File: src/rtl/core/ftsr_pkg.sv
// Shared constants of the flat triangle span rasterizer: sequencer codes and field widths.
package ftsr_pkg;

  // operation codes of an input word
  localparam logic OP_LOAD = 1'b0;
  localparam logic OP_NEXT = 1'b1;

  // fixed-point format of the edge steppers
  localparam int FRAC_BITS = 16;
  localparam logic [15:0] FRAC_ONES = 16'hffff;

  // fixed widths of the result word
  localparam int ROW_W = 7;
  localparam int XCOL_W = 8;
  localparam int COLOR_W = 15;

  // sequencer states
  localparam logic [2:0] S_IDLE = 3'd0;
  localparam logic [2:0] S_CR1  = 3'd1;
  localparam logic [2:0] S_CR2  = 3'd2;
  localparam logic [2:0] S_SU   = 3'd3;
  localparam logic [2:0] S_DIV  = 3'd4;
  localparam logic [2:0] S_MUL  = 3'd5;
  localparam logic [2:0] S_SUDN = 3'd6;
  localparam logic [2:0] S_ADV  = 3'd7;

  // what an edge setup returns to
  localparam logic [2:0] C_LOAD_FIRST = 3'd0;
  localparam logic [2:0] C_LOAD_MID   = 3'd1;
  localparam logic [2:0] C_LOAD_RETRY = 3'd2;
  localparam logic [2:0] C_ADV_L      = 3'd3;
  localparam logic [2:0] C_ADV_R      = 3'd4;

endpackage

File: src/rtl/core/flat_triangle_span_rasterizer_core.sv
// Flat triangle span rasterizer: triangle load, edge setup by shared divider, row stepping.
//
// A load word sorts the vertices and sets up both edges; each edge setup runs a restoring
// divider at one quotient bit a cycle, followed by one multiply; a load runs a third setup
// when the middle edge has to be retried. A next-row word advances both edges and runs one
// more setup each time an edge enters a new section.
// The result word is shown once the row has been advanced; in_ready is high only while the
// sequencer is idle and the result register is free or being taken.
module flat_triangle_span_rasterizer_core
  import ftsr_pkg::*;
#(
  parameter int SCREEN_W = 160,
  parameter int SCREEN_H = 100,
  parameter int COORD_BITS = 12
) (
  input  logic                         clk,
  input  logic                         rst_n,
  input  logic                         in_valid,
  output logic                         in_ready,
  input  logic                         in_operation,
  input  logic signed [COORD_BITS-1:0] in_ax,
  input  logic signed [COORD_BITS-1:0] in_ay,
  input  logic signed [COORD_BITS-1:0] in_bx,
  input  logic signed [COORD_BITS-1:0] in_by_coord,
  input  logic signed [COORD_BITS-1:0] in_cx,
  input  logic signed [COORD_BITS-1:0] in_cy,
  input  logic [COLOR_W-1:0]           in_fill_color,
  output logic                         out_valid,
  input  logic                         out_ready,
  output logic                         out_span_valid,
  output logic [ROW_W-1:0]             out_row,
  output logic [XCOL_W-1:0]            out_x_start,
  output logic [XCOL_W-1:0]            out_x_end,
  output logic [COLOR_W-1:0]           out_span_color,
  output logic                         out_done_res
);

  localparam int CB = COORD_BITS;
  localparam int QW = CB + 1 + FRAC_BITS;         // quotient / numerator magnitude
  localparam int CNT_W = $clog2(QW + 1);
  localparam int YW = CB + 2;                      // signed row arithmetic
  localparam int CR_W = $clog2(SCREEN_H + 1);
  localparam int PW = CB + 1 + QW + 1;
  localparam logic signed [YW-1:0] H_S = YW'(SCREEN_H);
  localparam logic signed [YW-1:0] H_M1 = YW'(SCREEN_H - 1);
  localparam logic signed [17:0] W_S = 18'(SCREEN_W);
  localparam logic signed [17:0] W_M1 = 18'(SCREEN_W - 1);

  // state
  logic [2:0] st_r, ctx_r;
  logic active_r, mid_r, er_r, su_ok_r;
  logic signed [CB-1:0] v0x_r, v0y_r, v1x_r, v1y_r, v2x_r, v2y_r;
  logic [31:0] lx_r, rx_r, lstep_r, rstep_r;
  logic signed [YW-1:0] lrows_r, rrows_r, srows_r;
  logic [1:0] lsec_r, rsec_r;
  logic [CR_W-1:0] crow_r;
  logic [COLOR_W-1:0] color_r;
  logic signed [2*CB+1:0] p1_r;
  logic [QW-1:0] q_r;
  logic [CB+1:0] rem_r;
  logic [CB:0] dv_r;
  logic [CNT_W-1:0] cnt_r;
  logic neg_r, adv_right_r;
  logic signed [CB:0] dy_r;
  logic signed [CB-1:0] tx_r;
  logic out_valid_r, o_span_r, o_done_r;
  logic [ROW_W-1:0] o_row_r;
  logic [XCOL_W-1:0] o_xs_r, o_xe_r;

  assign in_ready = (st_r == S_IDLE) && (!out_valid_r || out_ready);
  assign out_valid = out_valid_r;
  assign out_span_valid = o_span_r;
  assign out_row = o_row_r;
  assign out_x_start = o_xs_r;
  assign out_x_end = o_xe_r;
  assign out_span_color = color_r;
  assign out_done_res = o_done_r;

  // vertex sort by y
  logic signed [CB-1:0] s0x, s0y, s1x, s1y, s2x, s2y, tx, ty;
  always_comb begin
    s0x = in_ax; s0y = in_ay; s1x = in_bx; s1y = in_by_coord; s2x = in_cx; s2y = in_cy;
    if (s0y > s1y) begin
      tx = s0x; ty = s0y; s0x = s1x; s0y = s1y; s1x = tx; s1y = ty;
    end
    if (s0y > s2y) begin
      tx = s0x; ty = s0y; s0x = s2x; s0y = s2y; s2x = tx; s2y = ty;
    end
    if (s1y > s2y) begin
      tx = s1x; ty = s1y; s1x = s2x; s1y = s2y; s2x = tx; s2y = ty;
    end
    tx = s0x; ty = s0y;
  end

  logic drop;
  assign drop = (YW'(s0y) >= H_M1) || (s2y == s0y);

  // span of the current row
  logic signed [32:0] lsum, rsum;
  logic signed [16:0] x1;
  logic signed [17:0] x2, x1e, xs, xe;
  logic span_ok;
  always_comb begin
    lsum = signed'({lx_r[31], lx_r}) + signed'(33'(FRAC_ONES));
    rsum = signed'({rx_r[31], rx_r}) + signed'(33'(FRAC_ONES));
    x1 = lsum[32:16];
    x2 = 18'(signed'(rsum[32:16])) - 18'sd1;
    x1e = 18'(x1);
    xs = '0;
    xe = '0;
    span_ok = 1'b0;
    if (!(x1e < 0 && x2 < 0) && !(x1e >= W_S && x2 >= W_S)) begin
      xs = (x1e < 0) ? 18'sd0 : x1e;
      xe = (x2 > W_M1) ? W_M1 : x2;
      span_ok = xs <= xe;
    end
    if (!span_ok) begin
      xs = '0; xe = '0;
    end
  end

  // edge setup geometry
  logic [1:0] sec;
  logic hm, idx_ok;
  logic signed [CB-1:0] tpx, tpy, btx, bty;
  logic signed [CB:0] h, dx, dy;
  logic [CB:0] dxm;
  logic signed [YW-1:0] rows, ylo, yhi;
  always_comb begin
    sec = er_r ? rsec_r : lsec_r;
    hm = (er_r == mid_r);
    idx_ok = (sec == 2'd1) || (sec == 2'd2 && hm);
    tpx = v0x_r; tpy = v0y_r; btx = v2x_r; bty = v2y_r;
    if (hm && sec == 2'd1) begin
      tpx = v1x_r; tpy = v1y_r;
    end else if (hm) begin
      btx = v1x_r; bty = v1y_r;
    end
    h = (CB+1)'(bty) - (CB+1)'(tpy);
    dx = (CB+1)'(btx) - (CB+1)'(tpx);
    dxm = (dx < 0) ? unsigned'(-dx) : unsigned'(dx);
    dy = (tpy < 0) ? -(CB+1)'(tpy) : '0;
    ylo = (tpy < 0) ? '0 : YW'(tpy);
    yhi = (YW'(bty) < H_S) ? YW'(bty) : H_S;
    rows = yhi - ylo;
  end

  // divider step
  logic [CB+1:0] rsh;
  logic rge;
  assign rsh = {rem_r[CB:0], q_r[QW-1]};
  assign rge = rsh >= (CB+2)'(dv_r);

  // step and start x of the new section
  logic signed [QW:0] stp;
  logic signed [PW-1:0] prod;
  logic [31:0] xnew;
  always_comb begin
    stp = neg_r ? -signed'({1'b0, q_r}) : signed'({1'b0, q_r});
    prod = dy_r * stp;
    xnew = unsigned'(32'(tx_r) <<< FRAC_BITS) + prod[31:0];
  end

  // row advance of one edge
  logic signed [YW-1:0] arows;
  logic [1:0] asec;
  assign arows = (adv_right_r ? rrows_r : lrows_r) - YW'(1);
  assign asec = adv_right_r ? rsec_r : lsec_r;

  logic signed [2*CB+1:0] tri_cross;
  assign tri_cross = p1_r - ((2*CB+2)'((CB+1)'(v1y_r) - (CB+1)'(v0y_r)) *
                             (2*CB+2)'((CB+1)'(v2x_r) - (CB+1)'(v0x_r)));

  // sequencer
  always_ff @(posedge clk) begin
    if (!rst_n) begin
      st_r <= S_IDLE;
      ctx_r <= C_LOAD_FIRST;
      active_r <= 1'b0;
      mid_r <= 1'b0;
      er_r <= 1'b0;
      su_ok_r <= 1'b0;
      adv_right_r <= 1'b0;
      lsec_r <= '0;
      rsec_r <= '0;
      lrows_r <= '0;
      rrows_r <= '0;
      lx_r <= '0;
      rx_r <= '0;
      lstep_r <= '0;
      rstep_r <= '0;
      crow_r <= '0;
      color_r <= '0;
      cnt_r <= '0;
      out_valid_r <= 1'b0;
    end else begin
      if (out_valid_r && out_ready) out_valid_r <= 1'b0;
      case (st_r)
        S_IDLE: begin
          if (in_valid && in_ready) begin
            if (in_operation == OP_LOAD) begin
              active_r <= 1'b0;
              v0x_r <= s0x; v0y_r <= s0y; v1x_r <= s1x; v1y_r <= s1y;
              v2x_r <= s2x; v2y_r <= s2y;
              color_r <= in_fill_color;
              if (!drop) st_r <= S_CR1;
            end else if (active_r) begin
              o_span_r <= span_ok;
              o_row_r <= ROW_W'(crow_r);
              o_xs_r <= xs[XCOL_W-1:0];
              o_xe_r <= xe[XCOL_W-1:0];
              adv_right_r <= 1'b0;
              st_r <= S_ADV;
            end
          end
        end
        S_CR1: begin
          p1_r <= (2*CB+2)'((CB+1)'(v1x_r) - (CB+1)'(v0x_r)) *
                  (2*CB+2)'((CB+1)'(v2y_r) - (CB+1)'(v0y_r));
          st_r <= S_CR2;
        end
        S_CR2: begin
          mid_r <= tri_cross > 0;
          lsec_r <= (tri_cross > 0) ? 2'd1 : 2'd2;
          rsec_r <= (tri_cross > 0) ? 2'd2 : 2'd1;
          er_r <= !(tri_cross > 0);
          ctx_r <= C_LOAD_FIRST;
          st_r <= S_SU;
        end
        S_SU: begin
          if (!idx_ok || h == 0) begin
            su_ok_r <= 1'b0;
            st_r <= S_SUDN;
          end else begin
            q_r <= QW'({dxm, {FRAC_BITS{1'b0}}});
            rem_r <= '0;
            dv_r <= unsigned'(h);
            neg_r <= dx < 0;
            cnt_r <= CNT_W'(QW);
            dy_r <= dy;
            tx_r <= tpx;
            srows_r <= rows;
            st_r <= S_DIV;
          end
        end
        S_DIV: begin
          rem_r <= rge ? rsh - (CB+2)'(dv_r) : rsh;
          q_r <= {q_r[QW-2:0], rge};
          cnt_r <= cnt_r - CNT_W'(1);
          if (cnt_r == CNT_W'(1)) st_r <= S_MUL;
        end
        S_MUL: begin
          if (er_r) begin
            rstep_r <= 32'(stp); rx_r <= xnew; rrows_r <= srows_r;
          end else begin
            lstep_r <= 32'(stp); lx_r <= xnew; lrows_r <= srows_r;
          end
          su_ok_r <= srows_r > 0;
          st_r <= S_SUDN;
        end
        S_SUDN: begin
          case (ctx_r)
            C_LOAD_FIRST: begin
              if (su_ok_r) begin
                er_r <= mid_r;
                ctx_r <= C_LOAD_MID;
                st_r <= S_SU;
              end else begin
                st_r <= S_IDLE;
              end
            end
            C_LOAD_MID, C_LOAD_RETRY: begin
              if (su_ok_r) begin
                active_r <= 1'b1;
                crow_r <= (v0y_r < 0) ? '0 : CR_W'(v0y_r);
                st_r <= S_IDLE;
              end else if (ctx_r == C_LOAD_MID) begin
                if (mid_r) rsec_r <= 2'd1; else lsec_r <= 2'd1;
                ctx_r <= C_LOAD_RETRY;
                st_r <= S_SU;
              end else begin
                st_r <= S_IDLE;
              end
            end
            C_ADV_L: begin
              if (su_ok_r) begin
                adv_right_r <= 1'b1;
                st_r <= S_ADV;
              end else begin
                active_r <= 1'b0; o_done_r <= 1'b1; out_valid_r <= 1'b1;
                st_r <= S_IDLE;
              end
            end
            default: begin
              if (su_ok_r) crow_r <= crow_r + CR_W'(1);
              else active_r <= 1'b0;
              o_done_r <= !su_ok_r;
              out_valid_r <= 1'b1;
              st_r <= S_IDLE;
            end
          endcase
        end
        S_ADV: begin
          if (adv_right_r) rrows_r <= arows; else lrows_r <= arows;
          if (arows <= 0) begin
            if (asec <= 2'd1) begin
              if (adv_right_r) rsec_r <= '0; else lsec_r <= '0;
              active_r <= 1'b0; o_done_r <= 1'b1; out_valid_r <= 1'b1;
              st_r <= S_IDLE;
            end else begin
              if (adv_right_r) rsec_r <= asec - 2'd1; else lsec_r <= asec - 2'd1;
              er_r <= adv_right_r;
              ctx_r <= adv_right_r ? C_ADV_R : C_ADV_L;
              st_r <= S_SU;
            end
          end else begin
            if (adv_right_r) begin
              rx_r <= rx_r + rstep_r;
              crow_r <= crow_r + CR_W'(1);
              o_done_r <= 1'b0; out_valid_r <= 1'b1;
              st_r <= S_IDLE;
            end else begin
              lx_r <= lx_r + lstep_r;
              adv_right_r <= 1'b1;
            end
          end
        end
        default: st_r <= S_IDLE;
      endcase
    end
  end

  // checks
  a_ready_idle: assert property (@(posedge clk) disable iff (!rst_n)
    in_ready |-> st_r == S_IDLE) else $error("ready outside idle");
  a_div_exit: assert property (@(posedge clk) disable iff (!rst_n)
    st_r == S_DIV |=> (st_r == S_DIV || st_r == S_MUL)) else $error("divider left early");
  a_active_sec: assert property (@(posedge clk) disable iff (!rst_n)
    (active_r && st_r == S_IDLE) |-> (lsec_r != 2'd0 && rsec_r != 2'd0))
    else $error("active with a spent edge");
  a_hold: assert property (@(posedge clk) disable iff (!rst_n)
    (out_valid_r && !out_ready) |=> out_valid_r) else $error("result dropped");

endmodule

File: config.mk
export PLATFORM = sky130hd
export DESIGN_NAME = flat_triangle_span_rasterizer_core
export DESIGN_NICKNAME = d
export VERILOG_FILES = /design/src/rtl/core/ftsr_pkg.sv /design/src/rtl/core/flat_triangle_span_rasterizer_core.sv
export SDC_FILE = /design/constraint.sdc
export NUM_CORES = 2
export LEC_CHECK = 0
export ABC_AREA = 1
export BUFFER_PORTS_ARGS = -buffer_cell sky130_fd_sc_hd__buf_2
export CAP_MARGIN = 20
export CORE_MARGIN = 4
export CORE_UTILIZATION = 46
export CTS_BUF_LIST = sky130_fd_sc_hd__clkbuf_16
export DETAILED_ROUTE_END_ITERATION = 7
export PLACE_DENSITY_LB_ADDON = 0.08
export SKIP_CTS_REPAIR_TIMING = 1
export SLEW_MARGIN = 10
export SYNTH_ARGS = -nofsm -noshare
export SYNTH_HDL_FRONTEND = slang
export SYNTH_SLANG_ARGS = --single-unit
File: constraint.sdc
create_clock -name clk -period 8.7 [get_ports clk]
set_input_delay 0.435 -clock clk [delete_from_list [all_inputs] [get_ports clk]]
set_output_delay 0.435 -clock clk [all_outputs]
set_load 0.05 [all_outputs]
==> flow_summary_export.csv <==
group,metric,value,unit
setup_path,path_buf_inv,5,
logic_synthesis,ys_seq_area_share,19.55,%
routing,drc,0,
global_route,grt_max_degree,73,
setup_path,worst_setup_path_end_kind,"register",
floorplan,num_rows,124,
floorplan,core,114800,um2
clock_network,cts_tree,"built",
logic_synthesis,synth_area,53440,um2
final_layout,synthToLayoutAreaGrowth,7.865,%
clock_network,htreeDepth,2,
clock_network,clk_path_buf_depth,3,
timing,final.min_clock_period,8.136,ns
flow_run,cap_violations,0,
timing,drv_slew,0,
final_layout,final_common_cell,"nand2_1",
timing,fin_crit_sh,93.52,%
run_status,status,"finished, final reports clean",
placement,place_hpwl,128400,um
placement,placedInstanceArea,55970,um2
logic_synthesis,synth-edff-count,218,
global_route,grt_pass1_wl,245000,um
setup_path,critPathMaxFanout,6,
logic_synthesis,ys_warn_count,0,
global_route,grtUsageMet1,33.70,%
setup_path,critPathLaunchType,"register",
logic_synthesis,ys_types,65,
final_layout,stdcell_area,57640,um2
clock_network,clock_sinks,413,
routing,routed_wl,154800,um
clock_network,cts_buffers,50,
global_route,overflow,0,
clock_network,clk_pin_slew,0.06,ns
final_layout,final_cell_mix,"1493 x nand2_1, 1328 x inv_1, 731 x nor2_1",
routing,vias,45015,
logic_synthesis,ys_async_sr_fraction,0,%
setup_path,critical_path_class,"reg -> reg",
floorplan,die_width,348.8,um
timing,finalHoldViolCount,0,
global_route,met2_usage,43.83,%
floorplan,io_pins,134,
global_route,grt_busiest_layer,"met2",
routing,drt_iter0_drc,2683,
global_route,grt_pass1_vias,44745,
routing,wire_per_inst,17.86,um
global_route,grtUsageMet3,2.899,%
setup_path,crit_required,9.26,ns
logic_synthesis,ys_ff_latch,413,
timing,slew_headroom,27.73,%
placement,portBuffers,133,
setup_path,max_stage_delay,0.62,ns
timing,setup_viol,0,
routing,drtAntennaViolNets,0,
logic_synthesis,synth_nets,8176,
floorplan,start_util,46.55,%
timing,max_freq,122.9,MHz
final_layout,layout-drive-gt1-share,5.983,%
routing,viasPerCell,5.194,
placement,place_congestion,0.9307,
clock_network,cts-root-buf,"clkbuf_16",
setup_path,crit_family,"adder cells",
setup_path,crit_slowest_cell,"fa_1",
timing,tightest_slew,1.073,ns
global_route,grt_usage,25.33,%
setup_path,path_common_cell,"fa_1",
logic_synthesis,synth_area_per_cell,7.614,um2
final_layout,final_nets,8270,
logic_synthesis,syn_inst,7019,
setup_path,cp.arrival,8.70,ns
clock_network,clk_latency,0.66,ns
logic_synthesis,yosys_most_used_dff,"edfxtp_1",
final_layout,antenna_cells,0,
floorplan,dieArea,121700,um2
timing,skew,0.04922,ns
global_route,antenna_found_initial,0,
floorplan,die-height,348.8,um
routing,dr.pass1.iters,5,
worst_hold_path,min_path_type,"in -> reg",
[kinds of logic after synthesis]
group | after synthesis | synth area share (%)
compound gates | 1068 | 10.94
simple gates | 2719 | 20.95
flops | 413 | 19.55
xor+xnor | 218 | 3.573
fa+ha+maj | 1065 | 33.97
mux | 6 | 0.1124
other cells | 1 | 0.007017
buf+inv | 1529 | 10.90
[area by class of cell]
cell class | instances | area, um2
clock buffer | 52 | 1301
clock inverter | 41 | 331.6
fill | 11546 | 57170
inverter | 1348 | 5060
multi-input combinational | 5077 | 37260
sequential | 413 | 10450
tap | 1512 | 1892
timing repair buffer | 223 | 1344
[worst reg2reg max path, delay by kind of cell, from the launching register on]
| kind | cells | cell delay, ns |
|---|---|---|
| fa+ha+maj | 9 | 4.12 |
| buf+inv | 5 | 0.65 |
| flops | 1 | 0.43 |
| xor+xnor | 1 | 0.32 |
| compound gates | 6 | 0.99 |
| simple gates | 12 | 1.52 |
[stage by stage]
stage               setup WS (ns)  utilization [%]  TNS (ns)  hold slack, ns  std cells
global placement           0.2628            48.75         0          0.4602       8571
CTS                        0.1999            50.17         0        -0.01723       8664
finish                     0.5640            50.21         0         0.02997       8666
detailed placement         0.1927            48.75         0          0.4633       8571
global route             -0.02967            50.21  -0.07522        0.004692       8666
floorplan                  0.9941                -         0          0.4453       7019
[state kept, by name, indices dropped and copies added (netlist names), 12 cells and up]
name            count
lrows_r            14
rrows_r            14
rstep_r            30
q_r                29
lstep_r            30
v1y_r              12
dy_r               13
p1_r               26
v2y_r              12
rem_r              13
srows_r            14
lx_r               32
v0y_r              12
tx_r               12
dv_r               13
v0x_r              12
rx_r               32
out_span_color     15
v1x_r              12
v2x_r              12
[synthesized netlist by cell type (14+ instances only)]
master,n,area (um2)
nor4_1,21,131.4
dfxtp_1,195,3904
o21ai_0,465,2327
fa_1,643,12870
a21o_1,14,105.1
a31oi_1,16,100.1
o21ai_1,15,75.07
or2_2,46,287.8
nor2_1,737,2766
ha_1,422,5280
xnor2_1,84,735.7
buf_2,16,80.08
a211oi_1,25,187.7
o211ai_1,55,412.9
inv_1,1322,4962
nor3_1,54,270.3
nand2_1,1495,5612
edfxtp_1,218,6546
nand3_1,224,1121
xor2_1,134,1174
nand4_1,65,406.6
nor2_2,23,143.9
a21oi_1,386,1932
o21bai_1,30,225.2
clkbuf_1,146,548.0
inv_2,14,52.55
[per-layer routing]
metal / up-vias / part of all wire [%]
li1: 22227 / -
met1: 21612 / 45
met2: 947 / 48
met3: 229 / 4.3
met4: 0 / 3.0
met5: - / 0
[final timing paths]
path / slack, ns / from / cells after the start / end
hold reg to reg: 0.47 / cnt_r[4]$_SDFFE_PN0N_ / 2 / cnt_r[4]$_SDFFE_PN0N_
setup / recovery: 0.56 / v0x_r[0]$_DFFE_PP_ / 33 / rsec_r[1]$_SDFFE_PN0P_
hold / removal: 0.03 / in_fill_color[0] / 3 / out_span_color[0]$_SDFFE_PN0P_
setup reg to reg: 0.56 / v0x_r[0]$_DFFE_PP_ / 33 / rsec_r[1]$_SDFFE_PN0P_
Power is not shown: default switching activity piles up to over one toggle a cycle in this logic, so the estimate is an artifact.
